$ cat src/sv/wdt2_pkg.sv
// wdt2_pkg: shared types, codes and constants for the two-stage overflow watchdog.
// No dependencies; imported by every module of the block except wdt2_checker.
package wdt2_pkg;

    localparam int unsigned COUNT_W = 12;
    localparam int unsigned MODE_W  = 2;
    localparam int unsigned DATA_W  = 8;

    localparam logic [DATA_W-1:0] KEY_FIRST  = 8'h5A;
    localparam logic [DATA_W-1:0] KEY_SECOND = 8'hA5;
    localparam logic [MODE_W-1:0] MODE_RESET = 2'd2;

    typedef enum logic [1:0] {
        FUNC_TICK  = 2'd0,
        FUNC_WRITE = 2'd1,
        FUNC_READ  = 2'd2,
        FUNC_NONE  = 2'd3
    } func_t;

    typedef struct packed {
        func_t             func;
        logic [DATA_W-1:0] write_data;
        logic              low_speed_tap;
    } item_t;

    typedef struct packed {
        logic read_data;
        logic nmi_request;
        logic system_reset;
    } result_t;

    // Timeout of 2^(2*mode+5) counted ticks.
    function automatic logic [COUNT_W-1:0] timeout_limit(input logic [MODE_W-1:0] mode);
        logic [COUNT_W-1:0] lim;
        case (mode)
            2'd0:    lim = 12'd32;
            2'd1:    lim = 12'd128;
            2'd2:    lim = 12'd512;
            default: lim = 12'd2048;
        endcase
        return lim;
    endfunction

endpackage

$ cat src/sv/watchdog_two_stage_overflow_core.sv
// watchdog_two_stage_overflow_core: top level of the two-stage overflow watchdog.
// Depends on wdt2_pkg, wdt2_in_stage, wdt2_engine, wdt2_out_stage.
//
// Usage:
//   Input channel (in_valid/in_stall) carries func, write_data, low_speed_tap.
//   func 0 is a tick (counts when low_speed_tap is set), 1 writes the control
//   byte, 2 reads the phase bit. Every transaction yields exactly one result
//   on the output channel (out_valid/out_stall): read_data, nmi_request,
//   system_reset.
//   Path: an accepted input passes the input register, then the result register,
//   and out_valid rises once it reaches the result register. Throughput: one
//   transaction per cycle while out_stall does not hold a result; the state
//   update is a single 12-bit increment and compare between the two registers.
//   cfg_write_en/cfg_write_data set timeout_mode (timeout 2^(2*mode+5) ticks);
//   write only while no transaction is in flight.
//   Reset (rst_n low, asynchronous): counter, control byte, phase and overflow
//   mark clear, timeout_mode returns to 2, both channels empty. A result with
//   system_reset set returns the same state, but the channels keep their contents.
//   When out_stall holds a result, the input register keeps the next
//   transaction and in_stall rises until the result is taken.
module watchdog_two_stage_overflow_core
    import wdt2_pkg::*;
(
    input  logic              clk,
    input  logic              rst_n,
    input  logic              in_valid,
    output logic              in_stall,
    input  logic [1:0]        func,
    input  logic [DATA_W-1:0] write_data,
    input  logic              low_speed_tap,
    output logic              out_valid,
    input  logic              out_stall,
    output logic              read_data,
    output logic              nmi_request,
    output logic              system_reset,
    input  logic              cfg_write_en,
    input  logic [MODE_W-1:0] cfg_write_data
);

    item_t   item_in, item_s1;
    result_t result_c, result_q;
    logic    s1_valid, out_ready, advance, in_accept;

    assign item_in.func          = func_t'(func);
    assign item_in.write_data    = write_data;
    assign item_in.low_speed_tap = low_speed_tap;

    assign advance   = s1_valid && out_ready;
    assign in_stall  = s1_valid && !out_ready;
    assign in_accept = in_valid && !in_stall;

    wdt2_in_stage u_in (
        .clk      (clk),
        .rst_n    (rst_n),
        .load     (in_accept),
        .drain    (advance),
        .item_in  (item_in),
        .valid    (s1_valid),
        .item_out (item_s1)
    );

    wdt2_engine u_eng (
        .clk            (clk),
        .rst_n          (rst_n),
        .go             (advance),
        .item           (item_s1),
        .cfg_write_en   (cfg_write_en),
        .cfg_write_data (cfg_write_data),
        .result         (result_c)
    );

    wdt2_out_stage u_out (
        .clk        (clk),
        .rst_n      (rst_n),
        .load       (s1_valid),
        .stall      (out_stall),
        .result_in  (result_c),
        .valid      (out_valid),
        .ready      (out_ready),
        .result_out (result_q)
    );

    assign read_data    = result_q.read_data;
    assign nmi_request  = result_q.nmi_request;
    assign system_reset = result_q.system_reset;

endmodule

$ cat src/sv/wdt2_in_stage.sv
// wdt2_in_stage: input register holding one accepted transaction.
// Depends on wdt2_pkg (item_t).
module wdt2_in_stage
    import wdt2_pkg::*;
(
    input  logic  clk,
    input  logic  rst_n,
    input  logic  load,
    input  logic  drain,
    input  item_t item_in,
    output logic  valid,
    output item_t item_out
);

    logic  valid_reg;
    item_t item_reg;

    always_ff @(posedge clk or negedge rst_n)
    begin
        if (!rst_n)
        begin
            valid_reg <= 1'b0;
        end
        else if (load)
        begin
            valid_reg <= 1'b1;
        end
        else if (drain)
        begin
            valid_reg <= 1'b0;
        end
    end

    always_ff @(posedge clk)
    begin
        if (load)
        begin
            item_reg <= item_in;
        end
    end

    assign valid    = valid_reg;
    assign item_out = item_reg;

endmodule

$ cat src/sv/wdt2_engine.sv
// wdt2_engine: watchdog state (counter, control byte, phase, overflow mark, mode)
// and the single-pass update for one transaction. Depends on wdt2_pkg.
module wdt2_engine
    import wdt2_pkg::*;
(
    input  logic              clk,
    input  logic              rst_n,
    input  logic              go,
    input  item_t             item,
    input  logic              cfg_write_en,
    input  logic [MODE_W-1:0] cfg_write_data,
    output result_t           result
);

    logic [COUNT_W-1:0] count_reg, count_next;
    logic [DATA_W-1:0]  ctrl_reg, ctrl_next;
    logic               phase_reg, phase_next;
    logic               ovf_reg, ovf_next;
    logic [MODE_W-1:0]  mode_reg, mode_next;
    logic [COUNT_W-1:0] count_inc;

    assign count_inc = count_reg + 12'd1;

    always_comb
    begin
        count_next = count_reg;
        ctrl_next  = ctrl_reg;
        phase_next = phase_reg;
        ovf_next   = ovf_reg;
        mode_next  = cfg_write_en ? cfg_write_data : mode_reg;
        result     = '0;
        case (item.func)
            FUNC_TICK:
            begin
                if (item.low_speed_tap)
                begin
                    count_next = count_inc;
                    if (count_inc >= timeout_limit(mode_reg))
                    begin
                        count_next = '0;
                        ctrl_next  = '0;
                        phase_next = 1'b0;
                        if (!ovf_reg)
                        begin
                            result.nmi_request = 1'b1;
                            ovf_next           = 1'b1;
                        end
                        else
                        begin
                            result.system_reset = 1'b1;
                            ovf_next            = 1'b0;
                            mode_next           = MODE_RESET;
                        end
                    end
                end
            end
            FUNC_WRITE:
            begin
                if (phase_reg && ctrl_reg == KEY_FIRST && item.write_data == KEY_SECOND)
                begin
                    count_next = '0;
                    ovf_next   = 1'b0;
                end
                phase_next = ~phase_reg;
                ctrl_next  = item.write_data;
            end
            FUNC_READ:
            begin
                result.read_data = phase_reg;
            end
            default:
            begin
            end
        endcase
    end

    always_ff @(posedge clk or negedge rst_n)
    begin
        if (!rst_n)
        begin
            count_reg <= '0;
            ctrl_reg  <= '0;
            phase_reg <= 1'b0;
            ovf_reg   <= 1'b0;
            mode_reg  <= MODE_RESET;
        end
        else if (go)
        begin
            count_reg <= count_next;
            ctrl_reg  <= ctrl_next;
            phase_reg <= phase_next;
            ovf_reg   <= ovf_next;
            mode_reg  <= mode_next;
        end
        else if (cfg_write_en)
        begin
            mode_reg <= cfg_write_data;
        end
    end

endmodule

$ cat src/sv/wdt2_out_stage.sv
// wdt2_out_stage: result register; holds a transaction while the receiver stalls.
// Depends on wdt2_pkg (result_t).
module wdt2_out_stage
    import wdt2_pkg::*;
(
    input  logic    clk,
    input  logic    rst_n,
    input  logic    load,
    input  logic    stall,
    input  result_t result_in,
    output logic    valid,
    output logic    ready,
    output result_t result_out
);

    logic    valid_reg;
    result_t result_reg;

    assign ready = !valid_reg || !stall;

    always_ff @(posedge clk or negedge rst_n)
    begin
        if (!rst_n)
        begin
            valid_reg <= 1'b0;
        end
        else if (ready)
        begin
            valid_reg <= load;
        end
    end

    always_ff @(posedge clk)
    begin
        if (ready && load)
        begin
            result_reg <= result_in;
        end
    end

    assign valid      = valid_reg;
    assign result_out = result_reg;

endmodule

$ cat config.mk
export PLATFORM = sky130hd
export DESIGN_NAME = watchdog_two_stage_overflow_core
export DESIGN_NICKNAME = d
export VERILOG_FILES = /design/src/sv/wdt2_pkg.sv /design/src/sv/watchdog_two_stage_overflow_core.sv /design/src/sv/wdt2_in_stage.sv /design/src/sv/wdt2_engine.sv /design/src/sv/wdt2_out_stage.sv
export SDC_FILE = /design/constraint.sdc
export NUM_CORES = 1
export LEC_CHECK = 0
export BUFFER_PORTS_ARGS = -buffer_cell sky130_fd_sc_hd__buf_2
export CAP_MARGIN = 30
export CORE_MARGIN = 5
export CORE_UTILIZATION = 45
export CTS_BUF_LIST = sky130_fd_sc_hd__clkbuf_4 sky130_fd_sc_hd__clkbuf_8
export CTS_CLUSTER_SIZE = 40
export DETAILED_ROUTE_END_ITERATION = 10
export PLACE_DENSITY = 0.62
export SLEW_MARGIN = 20
export SYNTH_ARGS = -nofsm -noshare
export SYNTH_HDL_FRONTEND = slang
export SYNTH_SLANG_ARGS = --single-unit
$ cat constraint.sdc
create_clock -name clk -period 3.2 [get_ports clk]
set_input_delay 0.16 -clock clk [delete_from_list [all_inputs] [get_ports clk]]
set_output_delay 0.16 -clock clk [all_outputs]
set_load 0.01 [all_outputs]
## Word-level counts from Yosys, hierarchy flattened

Index checks and enable logic that the tools add are counted.

| storage, ports and cells | value |
|---|---|
| bits in registers | 40 |
| input bits | 18 |
| output and inout port bits | 5 |
| logic and storage cells | 70 |

| cells by class | value |
|---|---|
| $add $sub $neg | 1 |
| order comparisons | 1 |
| equality and inequality tests | 9 |
| muxes and demuxes | 27 |
| bitwise operators | 1 |
| reductions and logical operators | 18 |

Operators by type and width:

| cell | count |
|---|---|
| 12-bit two-way mux | 5 |
| 12-bit case mux with 3 select lines | 1 |
| 12-bit case mux with 2 select lines | 1 |
| 8-bit two-way mux | 2 |
| 8-bit case mux with 2 select lines | 1 |
| 12-bit by 1-bit adder with 12-bit output (second input constant) | 1 |
| 12-bit >= comparator | 1 |
| 2-bit two-way mux | 6 |
| 1-bit two-way mux | 9 |
| 8-bit by 7-bit == test with 1-bit output (second input constant) | 1 |
| 8-bit == test (second input constant) | 1 |
| 4-bit AND reduction | 2 |
| 1-bit logical AND | 5 |
| 5-bit AND reduction | 1 |
| 2-bit by 1-bit == test with 1-bit output (second input constant) | 2 |
| 2-bit == test (second input constant) | 2 |
| 1-bit zero test | 4 |
| 2-bit zero test | 2 |
| 2-bit by 1-bit inequality test with 1-bit output (second input constant) | 2 |
| 1-bit case mux with 2 select lines | 2 |
| 2-bit nonzero test | 2 |
| 3-bit AND reduction | 1 |
| 2-bit inequality test (second input constant) | 1 |
| 1-bit logical OR | 1 |
| 1-bit inverter | 1 |

## Longest topological paths before layout

| depth | value |
|---|---|
| word-level depth | 9 |
| depth in mapped cells | 12 |
| depth with buffers taken out | 11 |

## By module

From an unflattened synthesis, not the netlist that was laid out.

| second synthesis, totals | value |
|---|---|
| cells, all modules | 181 |
| area, all modules | 2063.2 um^2 |

Modules (own cells, without submodules):

| module | times used | cells an instance | area each (um^2) | sequential area each (um^2) |
|---|---|---|---|---|
| wdt2_engine | 1 | 157 | 1529.0 | 601.8 |
| wdt2_in_stage | 1 | 14 | 366.6 | 355.3 |
| wdt2_out_stage | 1 | 7 | 137.6 | 115.1 |
| watchdog_two_stage_overflow_core | 1 | 3 | 30.0 | 0.0 |

## Worst setup path after synthesis

No wires, ideal clock.

| path | value |
|---|---|
| path kind | register -> register |
| start | register u_eng.count_reg[5] |
| end | register u_eng.phase_reg |
| library setup time | 125 ps |
| data arrival time | 2526 ps |
| data required time | 3075 ps |
| setup slack | 549 ps |
| cell stages (with the launch flop) | 11 |
| path buffers | 1 |
| clock period less this slack | 2651 ps |
| path through | dfrtp_1 > and4_1 > nand4_1 > and2_1 > or2_2 > ha_1 > o211ai_1 > a311o_1 > a31o_1 > buf_6 > mux2_4 |

| on the way | value |
|---|---|
| cells in the longest elaborated chain, start to end | 4 |

Ends and longest elaborated chain:

| item | RTL line | source |
|---|---|---|
| start, declared | wdt2_engine.sv:15 | `logic [COUNT_W-1:0] count_reg, count_next;` |
| start signal, assigned | wdt2_engine.sv:89 | `count_reg <= count_next;` |
| 12-bit by 1-bit adder with 12-bit output | wdt2_engine.sv:22 | `assign count_inc = count_reg + 12'd1;` |
| 12-bit >= comparator | wdt2_engine.sv:38 | `if (count_inc >= timeout_limit(mode_reg))` |
| 2-bit by 1-bit inequality test with 1-bit output (no source line) | -- |  |
| 4-bit AND reduction (no source line) | -- |  |
| end signal, assigned | wdt2_engine.sv:91 | `phase_reg <= phase_next;` |
| end, declared | wdt2_engine.sv:17 | `logic phase_reg, phase_next;` |

No other way between the ends.
A chain may end at the register's enable or synchronous reset.

## Worst setup path in the final report

| path | value |
|---|---|
| start | register u_eng.count_reg[6] |
| end | register u_eng.phase_reg |

The elaborated chain is that of the path after synthesis.

==> results.md <==
* WP data arrival at 3.16 ns
* Fin nets at 242
* Post-synth cell types at 47
* Synth-to-layout area growth at 14.56%
* Worst path slowest cell: dfrtp_1
* Post-synth EDFFs at 14
* Critical Path Source Type: flop
* I/O Buffers at 22
* TritonCTS clock tree: built
* Chip height at 77.14 um
* Post-route ant nets at 0
* Die area at 0.005950 mm2
* Largest family of logic cells by synthesized area: simple AND/OR/NAND/NOR gates
* RePlAce Congestion at 0.8220
* Post-Syn Instances at 192
* Proportion of synthesized area in mux cells at 2.283%
* Clk buf depth at 2
* Crit-path cells: and4_1, nand4_1, and2_1, or2_2, ha_1, o211ai_1, a311o_2, a31o_1, mux2_4
* Die W at 77.14 um
* Routed len/inst at 14.46 um
* Pwr dens at 524.1 mW/mm2
* Syn Area/Cell at 10.56 um2
* Synthesized flop and latch total at 40
* Final Non-Filler Cells at 272
* Post-synthesis compound-gate area fraction at 13.45%
* CTS sink cnt at 40
* Adder-cell share of the synthesized area at 3.085%
* Unrepaired setup endpoints after global routing: no
* DRT Pass-1 Iters at 5
* CORE AREA at 0.004354 mm2
* CP required at 3.38 ns
* First-pass GRT wire length at 6900 um
* Std-Cell Rows at 24
* FF+latch area at 0.001072 mm2
* Worst slew margin at 59.68%
* Register clock-pin slew on the reported worst setup and hold paths at 0.08 ns
* Footprint of the multi-input gates at 894.6 um2
* Period minus WS final at 2.979 ns
* Final setup vio count at 0
* H-tree levels at 2
* Setup bufs post-CTS at 0
* Post-synthesis sequential area ratio at 52.87%
* Total of max-cap violations at 0
* Critical path endpoint category: flop
* HP Class: in2reg
* Max-slew violations at 0
* YS warnings at 0
* Post-synthesis simple-gate area fraction at 24.37%
* Synthesized area at 0.002028 mm2
* Post-DR vias/cell at 5.684
* Hold Slack at 0.04936 ns
* Vias in the first global route at 1,525
* Worst Path Max Fanout at 13
* Via count at 1,546
* IO Pins at 23
* Highest clock rate at 0.3357 GHz
* Asr flop ratio synth at 65.00%
* Measured slew at the worst slew-check pin at 0.6049 ns
* Layout cell share with drive strength beyond 1 at 20.00%
* Worst skew pair latency at 0.29 ns
* Leakage power at 0.001023 uW
* Main flop type after synthesis: dfrtp_1
* Initial Util at 46.58%
* Status: complete, no violations
* Overall Power at 1218 uW
* Antenna cell count at 0
* Fin crit share at 93.09%
* Post-Syn Nets at 215
* Dpl cells at 263
* Max reg flops at 12
* Final hold viol count at 0
* Final WL at 3933 um
* GRT Overall Usage at 14.48%
* Maximum vdd drop at 0.3187 mV
* DR iter-0 viols at 62
* Number of fill cells in the layout at 380
* CTS Root Cell: clkbuf_8
* Total CTS buffers at 5
* Worst Clk Skew at 0.01027 ns
* CP peak stage delay at 0.44 ns
* Setup TNS at 0 ns
* Post-Synth XOR/XNOR Area at 0.8637%
* DPL Wire Length at 2846 um
* Residual DRC at 0
* Grt ovf at 0
* CP Class: reg2reg
* Initial antenna violation count at 0
* Largest net degree at the start of global routing at 27
==> cell usage after synthesis, types with 3 or more instances <==
library cell | instances | area (um2)
inv_1 | 6 | 22.52
dfrtp_1 | 25 | 625.6
nand2b_1 | 4 | 25.02
nand4_1 | 10 | 62.56
and3_1 | 5 | 31.28
nor3_1 | 5 | 25.02
ha_1 | 5 | 62.56
a22o_1 | 8 | 70.07
o211ai_1 | 4 | 30.03
o2111ai_1 | 3 | 26.28
o21ai_0 | 5 | 25.02
and4_1 | 3 | 26.28
nand3_1 | 11 | 55.05
and2_1 | 5 | 31.28
clkbuf_1 | 5 | 18.77
edfxtp_1 | 14 | 420.4
nor2_1 | 12 | 45.04
nand2_1 | 25 | 93.84
==> report_power, final <==
group / switching (uW) / leakage, uW / total [uW] / internal [uW]
logic: 81.8 / 0.000498 / 165 / 82.8
registers: 52.1 / 0.000466 / 648 / 596
clock network: 165 / 0.0000586 / 405 / 240
==> per-layer routing <==
metal	global-route usage (%)	wire (um)	part of all wire, %
met2	24.49	2026	52
met5	0	0	0
met3	4.098	145	3.7
met1	17.00	1696	43
met4	6.186	64	1.6
==> cells in the final DEF (no fill, tap or decap), types with 3 or more instances in the layout <==
cell type | Yosys | routed
nand2_1 | 25 | 25
dfrtp_1 | 25 | 25
buf_2 | 2 | 22
edfxtp_1 | 14 | 14
nor2_1 | 12 | 12
nand3_1 | 11 | 11
nand4_1 | 10 | 10
a22o_1 | 8 | 8
inv_1 | 6 | 6
and3_1 | 5 | 5
and2_1 | 5 | 5
o21ai_0 | 5 | 5
nor3_1 | 5 | 5
ha_1 | 5 | 5
clkbuf_8 | 0 | 5
buf_4 | 0 | 5
nand2b_1 | 4 | 4
o211ai_1 | 4 | 4
and4_1 | 3 | 3
o2111ai_1 | 3 | 3
==> worst max-delay path, delay by kind of cell (launching register included) <==
| family | cells | cell delay, ns |
|---|---|---|
| multiplexers | 1 | 0.28 |
| flip-flops | 1 | 0.44 |
| adder cells (fa/ha/maj) | 1 | 0.30 |
| AND/OR/NAND/NOR | 4 | 0.98 |
| AO/OA/AOI/OAI | 3 | 0.85 |
==> final timing paths <==
check                                    from                  to  depth (start not counted)  slack [ns]
min in group asynchronous               rst_n  u_eng.count_reg[1]                          2        0.41
min reg2reg                  u_in.item_out[1]   u_eng.ctrl_reg[0]                          1        0.48
max reg2reg                u_eng.count_reg[6]     u_eng.phase_reg                          9        0.22
min                                   func[1]   u_in.item_out[10]                          1        0.05
max in group asynchronous               rst_n          u_in.valid                          2        2.38
max                        u_eng.count_reg[6]     u_eng.phase_reg                          9        0.22
==> logic make-up after synthesis <==
| logic type | after synthesis |
|---|---|
| AO/OA/AOI/OAI | 35 |
| buffers and inverters | 14 |
| AND/OR/NAND/NOR | 92 |
| flip-flops | 40 |
| XOR/XNOR | 2 |
| multiplexers | 4 |
| adder cells (fa/ha/maj) | 5 |
==> timing repair <==
action / CTS / global route
hold buffers: 1 / 0
gates resized for setup: 0 / 1
endpoints found under the setup margin: 0 / 2
hold endpoints to repair: 25 / 0
==> metrics by stage <==
step / util [%] / instance area, um2 / setup WS [ns]
CTS: 53.33 / 2322 / 0.1695
finish: 53.36 / 2323 / 0.2212
global route: 53.36 / 2323 / 0.05861
detailed placement: 50.55 / 2201 / 0.1856
floorplan: - / 2028 / 0.5486
global placement: 50.55 / 2201 / 0.2865
==> layout make-up <==
type                       count  area share [%]
sequential                    40           46.15
timing repair buffer          28           6.785
tap                           52           2.800
inverter                       6          0.9693
clock buffer                   6           3.285
clock inverter                 2           1.508
multi-input combinational    138           38.50
(Power assumes the default switching activity.)
